===== src/rtl/ffsa_pkg.sv =====
`default_nettype none
// ----------------------------------------------------------------------------
// ffsa_pkg
// Shared sizes, codes and types of the first-fit segment allocator.
// ----------------------------------------------------------------------------
package ffsa_pkg;

   localparam int MAX_SEGS = 16;
   localparam int IDX_W    = $clog2(MAX_SEGS);
   localparam int CNT_W    = $clog2(MAX_SEGS + 1);
   localparam int ADDR_W   = 16;
   localparam int JOB_W    = 16;

   localparam logic [ADDR_W-1:0] ARENA_BASE_RESET = 16'd5;
   localparam logic [ADDR_W-1:0] ARENA_SIZE_RESET = 16'd507;

   localparam logic [1:0] CMD_INIT   = 2'd0;
   localparam logic [1:0] CMD_ALLOC  = 2'd1;
   localparam logic [1:0] CMD_FREE   = 2'd2;
   localparam logic [1:0] CMD_UNUSED = 2'd3;

   localparam logic [1:0] STS_DONE     = 2'd0;
   localparam logic [1:0] STS_NO_FIT   = 2'd1;
   localparam logic [1:0] STS_FULL     = 2'd2;
   localparam logic [1:0] STS_NO_JOB   = 2'd3;

   localparam logic CSR_ARENA_BASE = 1'b0;
   localparam logic CSR_ARENA_SIZE = 1'b1;

   typedef struct packed {
      logic [ADDR_W-1:0] start;
      logic [ADDR_W-1:0] length;
      logic              busy;
      logic [JOB_W-1:0]  owner;
   } entry_type;

   typedef struct packed {
      logic       load;
      logic       init;
      logic       scan_next;
      logic       capture;
      logic       free_clear;
      logic       shift_begin;
      logic       shift_move;
      logic       write_rem;
      logic       write_hit;
      logic       result;
      logic [1:0] result_status;
      logic       grant;
   } dp_cmd_type;

   typedef struct packed {
      logic fit;
      logic owned;
      logic last;
      logic full;
      logic shift_done;
      logic found;
   } dp_sts_type;

endpackage
`default_nettype wire


===== src/rtl/first_fit_segment_allocator.sv =====
`default_nettype none
// ----------------------------------------------------------------------------
// first_fit_segment_allocator
// Address-ordered segment table with first-fit allocate and per-job free.
// ----------------------------------------------------------------------------
//   Channel    Ports                                         Handshake
//   request    req_command, req_length, req_job_id           start & !busy
//   response   rsp_status, rsp_grant_address                 rsp_valid, one cycle
//   registers  csr_index, csr_wdata                          csr_we
//
// Init and unused commands answer in the cycle after acceptance.
// Allocate scans entries up to the first fit, then shifts each entry behind
// it up one slot, writes the remainder and marks the hit entry busy.
// Free scans every valid entry. The table holds up to 16 segments.
// Reset leaves one free segment at base 5 with length 507.
// The response is a one-cycle strobe; the receiver cannot stall it.
// ----------------------------------------------------------------------------
module first_fit_segment_allocator
   import ffsa_pkg::*;
(
   input  wire logic              clock,
   input  wire logic              reset,
   input  wire logic              start,
   output logic                   busy,
   input  wire logic [1:0]        req_command,
   input  wire logic [ADDR_W-1:0] req_length,
   input  wire logic [JOB_W-1:0]  req_job_id,
   output logic                   rsp_valid,
   output logic [1:0]             rsp_status,
   output logic [ADDR_W-1:0]      rsp_grant_address,
   input  wire logic              csr_we,
   input  wire logic              csr_index,
   input  wire logic [ADDR_W-1:0] csr_wdata
);

   dp_cmd_type cmd;
   dp_sts_type sts;
   logic       start_ok;

   assign start_ok = start && !busy;

   ffsa_controller u_controller (
      .clock       (clock),
      .reset       (reset),
      .start       (start_ok),
      .req_command (req_command),
      .sts         (sts),
      .cmd         (cmd),
      .busy        (busy),
      .rsp_valid   (rsp_valid)
   );

   ffsa_datapath u_datapath (
      .clock             (clock),
      .reset             (reset),
      .csr_we            (csr_we),
      .csr_index         (csr_index),
      .csr_wdata         (csr_wdata),
      .req_length        (req_length),
      .req_job_id        (req_job_id),
      .cmd               (cmd),
      .sts               (sts),
      .rsp_status        (rsp_status),
      .rsp_grant_address (rsp_grant_address)
   );

endmodule
`default_nettype wire


===== src/rtl/ffsa_datapath.sv =====
`default_nettype none
// ----------------------------------------------------------------------------
// ffsa_datapath
// Segment table, scan and shift pointers, request and result registers.
// ----------------------------------------------------------------------------
module ffsa_datapath
   import ffsa_pkg::*;
(
   input  wire logic              clock,
   input  wire logic              reset,
   input  wire logic              csr_we,
   input  wire logic              csr_index,
   input  wire logic [ADDR_W-1:0] csr_wdata,
   input  wire logic [ADDR_W-1:0] req_length,
   input  wire logic [JOB_W-1:0]  req_job_id,
   input  wire dp_cmd_type        cmd,
   output dp_sts_type             sts,
   output logic [1:0]             rsp_status,
   output logic [ADDR_W-1:0]      rsp_grant_address
);

   entry_type          table_ff [MAX_SEGS];
   logic [ADDR_W-1:0]  base_ff;
   logic [ADDR_W-1:0]  size_ff;
   logic [CNT_W-1:0]   count_ff;
   logic [IDX_W-1:0]   idx_ff;
   logic [IDX_W-1:0]   wp_ff;
   logic [IDX_W-1:0]   hit_ff;
   logic [ADDR_W-1:0]  hit_start_ff;
   logic [ADDR_W-1:0]  hit_length_ff;
   logic [ADDR_W-1:0]  len_ff;
   logic [JOB_W-1:0]   job_ff;
   logic               found_ff;
   logic [1:0]         status_ff;
   logic [ADDR_W-1:0]  grant_ff;

   logic [IDX_W-1:0]   rd_addr;
   entry_type          rd_entry;
   logic               wr_en;
   logic [IDX_W-1:0]   wr_addr;
   entry_type          wr_data;

   assign rd_addr  = cmd.shift_move ? wp_ff - IDX_W'(1) : idx_ff;
   assign rd_entry = table_ff[rd_addr];

   assign sts.fit        = !rd_entry.busy && (len_ff < rd_entry.length);
   assign sts.owned      = rd_entry.busy && (rd_entry.owner == job_ff);
   assign sts.last       = (CNT_W'(idx_ff) + CNT_W'(1)) == count_ff;
   assign sts.full       = count_ff == CNT_W'(MAX_SEGS);
   assign sts.shift_done = (CNT_W'(hit_ff) + CNT_W'(1)) == CNT_W'(wp_ff);
   assign sts.found      = found_ff;

   always_comb begin
      wr_en   = 1'b0;
      wr_addr = idx_ff;
      wr_data = rd_entry;
      if (cmd.init) begin
         wr_en   = 1'b1;
         wr_addr = '0;
         wr_data = '{start: base_ff, length: size_ff, busy: 1'b0, owner: '0};
      end else if (cmd.shift_move) begin
         wr_en   = 1'b1;
         wr_addr = wp_ff;
         wr_data = rd_entry;
      end else if (cmd.write_rem) begin
         wr_en   = 1'b1;
         wr_addr = wp_ff;
         wr_data = '{start: hit_start_ff + len_ff, length: hit_length_ff - len_ff,
                     busy: 1'b0, owner: '0};
      end else if (cmd.write_hit) begin
         wr_en   = 1'b1;
         wr_addr = hit_ff;
         wr_data = '{start: hit_start_ff, length: len_ff, busy: 1'b1, owner: job_ff};
      end else if (cmd.free_clear) begin
         wr_en   = 1'b1;
         wr_addr = idx_ff;
         wr_data = '{start: rd_entry.start, length: rd_entry.length,
                     busy: 1'b0, owner: '0};
      end
   end

   always_ff @(posedge clock) begin
      if (reset) begin
         table_ff[0] <= '{start: ARENA_BASE_RESET, length: ARENA_SIZE_RESET,
                          busy: 1'b0, owner: '0};
      end else if (wr_en) begin
         table_ff[wr_addr] <= wr_data;
      end
   end

   always_ff @(posedge clock) begin
      if (reset) begin
         base_ff  <= ARENA_BASE_RESET;
         size_ff  <= ARENA_SIZE_RESET;
         count_ff <= CNT_W'(1);
         idx_ff   <= '0;
         wp_ff    <= '0;
         hit_ff   <= '0;
         found_ff <= 1'b0;
      end else begin
         if (csr_we) begin
            unique case (csr_index)
               CSR_ARENA_BASE: base_ff <= csr_wdata;
               CSR_ARENA_SIZE: size_ff <= csr_wdata;
               default: ;
            endcase
         end
         if (cmd.load) begin
            idx_ff   <= '0;
            found_ff <= 1'b0;
         end else if (cmd.scan_next) begin
            idx_ff <= idx_ff + IDX_W'(1);
         end
         if (cmd.free_clear) begin
            found_ff <= 1'b1;
         end
         if (cmd.init) begin
            count_ff <= CNT_W'(1);
         end else if (cmd.write_hit) begin
            count_ff <= count_ff + CNT_W'(1);
         end
         if (cmd.capture) begin
            hit_ff <= idx_ff;
         end
         if (cmd.shift_begin) begin
            wp_ff <= IDX_W'(count_ff);
         end else if (cmd.shift_move) begin
            wp_ff <= wp_ff - IDX_W'(1);
         end
      end
   end

   always_ff @(posedge clock) begin
      if (cmd.load) begin
         len_ff <= req_length;
         job_ff <= req_job_id;
      end
      if (cmd.capture) begin
         hit_start_ff  <= rd_entry.start;
         hit_length_ff <= rd_entry.length;
      end
      if (cmd.result) begin
         status_ff <= cmd.result_status;
         grant_ff  <= cmd.grant ? hit_start_ff : '0;
      end
   end

   assign rsp_status        = status_ff;
   assign rsp_grant_address = grant_ff;

endmodule
`default_nettype wire


===== src/rtl/ffsa_controller.sv =====
`default_nettype none
// ----------------------------------------------------------------------------
// ffsa_controller
// Sequences init, allocate and free items over the segment table.
// ----------------------------------------------------------------------------
module ffsa_controller
   import ffsa_pkg::*;
(
   input  wire logic       clock,
   input  wire logic       reset,
   input  wire logic       start,
   input  wire logic [1:0] req_command,
   input  wire dp_sts_type sts,
   output dp_cmd_type      cmd,
   output logic            busy,
   output logic            rsp_valid
);

   typedef enum logic [2:0] {
      ST_IDLE,
      ST_ALLOC_SCAN,
      ST_SHIFT,
      ST_MARK,
      ST_FREE_SCAN
   } state_type;

   state_type state_ff, state_in;
   logic      busy_ff, busy_in;
   logic      rsp_valid_ff, rsp_valid_in;

   always_comb begin
      state_in     = state_ff;
      busy_in      = busy_ff;
      rsp_valid_in = 1'b0;
      cmd          = '0;
      unique case (state_ff)
         ST_IDLE: begin
            if (start) begin
               cmd.load = 1'b1;
               unique case (req_command)
                  CMD_ALLOC: begin
                     state_in = ST_ALLOC_SCAN;
                     busy_in  = 1'b1;
                  end
                  CMD_FREE: begin
                     state_in = ST_FREE_SCAN;
                     busy_in  = 1'b1;
                  end
                  CMD_INIT: begin
                     cmd.init     = 1'b1;
                     cmd.result   = 1'b1;
                     rsp_valid_in = 1'b1;
                  end
                  default: begin
                     cmd.result   = 1'b1;
                     rsp_valid_in = 1'b1;
                  end
               endcase
            end
         end
         ST_ALLOC_SCAN: begin
            if (sts.fit) begin
               cmd.capture = 1'b1;
               if (sts.full) begin
                  cmd.result        = 1'b1;
                  cmd.result_status = STS_FULL;
                  rsp_valid_in      = 1'b1;
                  busy_in           = 1'b0;
                  state_in          = ST_IDLE;
               end else begin
                  cmd.shift_begin = 1'b1;
                  state_in        = ST_SHIFT;
               end
            end else if (sts.last) begin
               cmd.result        = 1'b1;
               cmd.result_status = STS_NO_FIT;
               rsp_valid_in      = 1'b1;
               busy_in           = 1'b0;
               state_in          = ST_IDLE;
            end else begin
               cmd.scan_next = 1'b1;
            end
         end
         ST_SHIFT: begin
            if (sts.shift_done) begin
               cmd.write_rem = 1'b1;
               state_in      = ST_MARK;
            end else begin
               cmd.shift_move = 1'b1;
            end
         end
         ST_MARK: begin
            cmd.write_hit     = 1'b1;
            cmd.result        = 1'b1;
            cmd.result_status = STS_DONE;
            cmd.grant         = 1'b1;
            rsp_valid_in      = 1'b1;
            busy_in           = 1'b0;
            state_in          = ST_IDLE;
         end
         ST_FREE_SCAN: begin
            cmd.free_clear = sts.owned;
            if (sts.last) begin
               cmd.result        = 1'b1;
               cmd.result_status = (sts.found || sts.owned) ? STS_DONE : STS_NO_JOB;
               rsp_valid_in      = 1'b1;
               busy_in           = 1'b0;
               state_in          = ST_IDLE;
            end else begin
               cmd.scan_next = 1'b1;
            end
         end
         default: begin
            state_in = ST_IDLE;
            busy_in  = 1'b0;
         end
      endcase
   end

   always_ff @(posedge clock) begin
      if (reset) begin
         state_ff     <= ST_IDLE;
         busy_ff      <= 1'b0;
         rsp_valid_ff <= 1'b0;
      end else begin
         state_ff     <= state_in;
         busy_ff      <= busy_in;
         rsp_valid_ff <= rsp_valid_in;
      end
   end

   assign busy      = busy_ff;
   assign rsp_valid = rsp_valid_ff;

endmodule
`default_nettype wire


===== config.mk =====
export PLATFORM = sky130hd
export DESIGN_NAME = first_fit_segment_allocator
export DESIGN_NICKNAME = d
export VERILOG_FILES = /design/src/rtl/ffsa_pkg.sv /design/src/rtl/first_fit_segment_allocator.sv /design/src/rtl/ffsa_datapath.sv /design/src/rtl/ffsa_controller.sv
export SDC_FILE = /design/constraint.sdc
export NUM_CORES = 1
export LEC_CHECK = 0
export BUFFER_PORTS_ARGS = -buffer_cell sky130_fd_sc_hd__buf_4
export CORE_MARGIN = 1.5
export CORE_UTILIZATION = 45
export DETAILED_ROUTE_END_ITERATION = 6
export GPL_TIMING_DRIVEN = 0
export HOLD_SLACK_MARGIN = 0.12
export PLACE_DENSITY = 0.61
export SKIP_LAST_GASP = 1
export SYNTH_ARGS = -nofsm -noshare
export SYNTH_HDL_FRONTEND = slang
export SYNTH_SLANG_ARGS = --single-unit
export TNS_END_PERCENT = 50

===== constraint.sdc =====
create_clock -name clock -period 20.6 [get_ports clock]
set_input_delay 2.06 -clock clock [delete_from_list [all_inputs] [get_ports clock]]
set_output_delay 2.06 -clock clock [all_outputs]
set_load 0.02 [all_outputs]

==> results.md <==
* Status: finished, final reports clean
* CTS Sinks at 921
* All-Layer GR Usage at 30.58%
* Overall Power at 4471 µW
* RePlAce Congestion at 0.9628
* Required time of the critical path at 21.19 ns
* Yosys cell types at 85
* Count leader, synth: edfxtp_1
* Worst Setup End Kind: register
* Max-cap check violation count at 0
* DR vias/cell at 6.201
* Cells after Synth at 3677
* Layout area overhead at 15.91%
* Die area at 0.09608 mm²
* Synthesized Nets at 3786
* Reg2reg setup slack at 10.46 ns
* Worst stage delay on the critical path at 0.89 ns
* Area share of the largest cell type after synthesis at 61.33%
* Post-synthesis adder-cell area fraction at 1.629%
* Maximum buffer depth of the clock tree at 3
* Avg Inst Size Synth at 11.53 µm²
* Yosys warns at 0
* Min Tclk post-route at 10.14 ns
* Post-Route M1 WL at 58340 µm
* Die Ht at 310.0 µm
* Row cnt at 112
* Simple-Gate Fraction of Synth Area at 15.06%
* WS Path Type: register to register
* # DRC at 0
* Highest Clock Rate at 0.09858 GHz
* RSZ-0062 raised after global routing: false
* Diode count at 0
* Worst-path clk slew at 0.06 ns
* Root buffer cell: clkbuf_16
* Worst Hold Launch: u_datapath.base_ff[6]
* Top Layer Used: met4
* Total Neg Setup Slack at 0 ns
* Compound-gate portion of the synthesized area at 11.95%
* Top cell type by total area after synthesis: edfxtp_1
* Vias in the first global route at 31000
* Yosys reg bits at 921
* Die width at 310.0 µm
* Slew Limit Headroom at 4.462%
* Max VDD drop at 0.00006640 V
* DP HPWL at 105400 µm
* Largest net degree at the start of global routing at 35
* Hold Crit Class: register to register
* Fin. max-slew vios at 0
* CTS Hold Buffers Added at 0
* Routed len/inst at 27.87 µm
* Post-synth EDFFs at 866
* Total area of sequential cells at 0.02711 mm²
* Multi-input combinational cell area at 0.01416 mm²
* Gr ovfl total at 0
* Setup Viol. Count Final at 0
* Routed vias at 32960
* Worst r2r src: u_datapath.hit_ff[0]
* Buffers added on ports at 74
* Asr flop ratio synth at 0%
* Layout cell share with drive strength beyond 1 at 11.55%
* Actual slew at the worst max-slew pin at 1.433 ns
* 1st-iter DRT viols at 4431
* Mux contribution to synthesized area at 3.051%
* CTS tree: yes
* Leakage at 0.01698 µW
* # IOs at 75
* Main combinational cell family by area after synthesis: simple AND/OR/NAND/NOR gates
* Nets at 4095
* Skew final at 0.02966 ns
* Arrival time at the worst endpoint at 10.73 ns
* Post-CTS Repair Setup Buffers at 0
* Initial antenna violation count at 3
* Most used DFF post-synth: edfxtp_1
* Area contributors post-synth: edfxtp_1 (61%), nand2_1 (6.9%), nand3_1 (4.1%), dfxtp_1 (2.6%), a21oi_1 (2.4%)
* Beginning of the critical path: u_datapath.hit_ff[0]
* Critical Path Most Common Cell: a21oi_1
* Met3 routed WL at 13940 µm
* Total CTS buffers at 95
* Post-cts resize count at 0
* Crit-path max FO at 34
* Antenna-violating nets left at 0
* Initial Utilization at 45.43%
* First-pass GRT wire length at 212700 µm
* Post-Synth XOR/XNOR Area at 1.396%
* First-pass iteration count of the detailed router at 7
* Tcrit/Tclk final at 49.25%
* Hold Vio Cnt, Final at 0
* Core area at 0.09333 mm²
* H-tree levels at 3
* Commonest cells post-synth: edfxtp_1 (866), nand2_1 (783), nand3_1 (347)
* Clock latency on the worst-skew pair at 0.69 ns
* Met2 WL at 67580 µm
* Power density over the cells at 90.97 mW/mm²
* Routed WL at 148100 µm
* Slowest stage cell, crit path: clkbuf_1
* CP Launch Type: register
* Syn Std Cell Area at 0.04240 mm²
* Sequential-to-total area share from yosys stat at 63.92%
* Final WS setup at 10.46 ns
* Dpl ws at 10.67 ns
* Number of fill cells at 8157
==> final cells by class <==
type,count,area share [%]
clock inverter,59,0.9292
buffer,255,2.118
clock buffer,114,5.084
sequential,921,55.15
tap,1254,3.192
inverter,60,0.4582
timing repair buffer,212,4.259
multi-input combinational,2441,28.81
==> worst max-delay path, delay by kind of cell (launching register included) <==
| family | cells | cell delay [ns] |
|---|---|---|
| compound gates | 13 | 3.47 |
| simple gates | 7 | 1.40 |
| xor+xnor | 1 | 0.21 |
| buf+inv | 7 | 3.73 |
| fa+ha+maj | 2 | 0.71 |
| flops | 1 | 0.48 |
==> final timing paths <==
| path | endpoint | cells after the start |
|---|---|---|
| setup reg to reg | u_controller.busy | 30 |
| setup / recovery | u_controller.busy | 30 |
| hold / removal | u_datapath.base_ff[6] | 2 |
| hold reg to reg | u_datapath.base_ff[6] | 2 |
==> layout by cell type (no fill, tap or decap), types with 31 or more instances in the layout <==
cell,netlist,final
dfxtp_1,55,55
mux2i_1,100,100
ha_1,52,52
nand3_1,347,347
a31oi_1,38,38
edfxtp_1,866,866
buf_6,2,99
xor2_1,37,37
inv_1,60,58
a22oi_1,82,82
nor2_1,125,125
buf_1,61,61
clkbuf_1,147,161
nor3_1,48,31
a21oi_1,207,202
nand2_1,783,782
o21ai_0,79,77
clkbuf_16,0,95
o22ai_1,90,90
buf_2,40,40
a221o_1,43,43
buf_4,5,104
==> metrics by stage <==
stage	area (µm²)	utilization [%]	hold slack (ns)	cells
2_1_floorplan	42400	-	0.4332	3677
3_3_place_gp	44530	47.71	0.4402	5005
3_5_place_dp	46160	49.46	0.4485	5141
4_1_cts	49120	52.63	0.4575	5314
5_1_grt	49150	52.66	0.4769	5316
6_report	49150	52.66	0.4573	5316
==> per-layer routing <==
layer,global-route usage (%),vias to the layer above
li1,-,14430
met1,40.94,16310
met2,48.29,1826
met3,5.531,400
met4,14.58,0
met5,0,-
==> sequential cells by signal, summed over array words and instances, names as in the netlist, 5 cells and up <==
register	flops
u_datapath.size_ff	16
u_datapath.job_ff	16
u_datapath.hit_length_ff	16
u_datapath.count_ff	5
u_datapath.base_ff	16
u_datapath.hit_start_ff	16
u_datapath.table_ff	784
u_datapath.rsp_grant_address	16
u_datapath.len_ff	16
==> logic make-up after synthesis <==
logic type	count (synthesis)
muxes	123
DFF	921
AOI/OAI and AO/OA	748
adders and majority gates	54
buffers and inverters	315
xor gates and xnor gates	65
and+or+nand+nor	1451
==> where the power goes <==
| group | switching, µW | total, µW | internal (µW) |
|---|---|---|---|
| combinational | 477 | 701 | 224 |
| sequential | 27.1 | 2110 | 2080 |
| clock | 747 | 1660 | 917 |
| total | 1250 | 4470 | 3220 |
(Power assumes the default switching activity.)
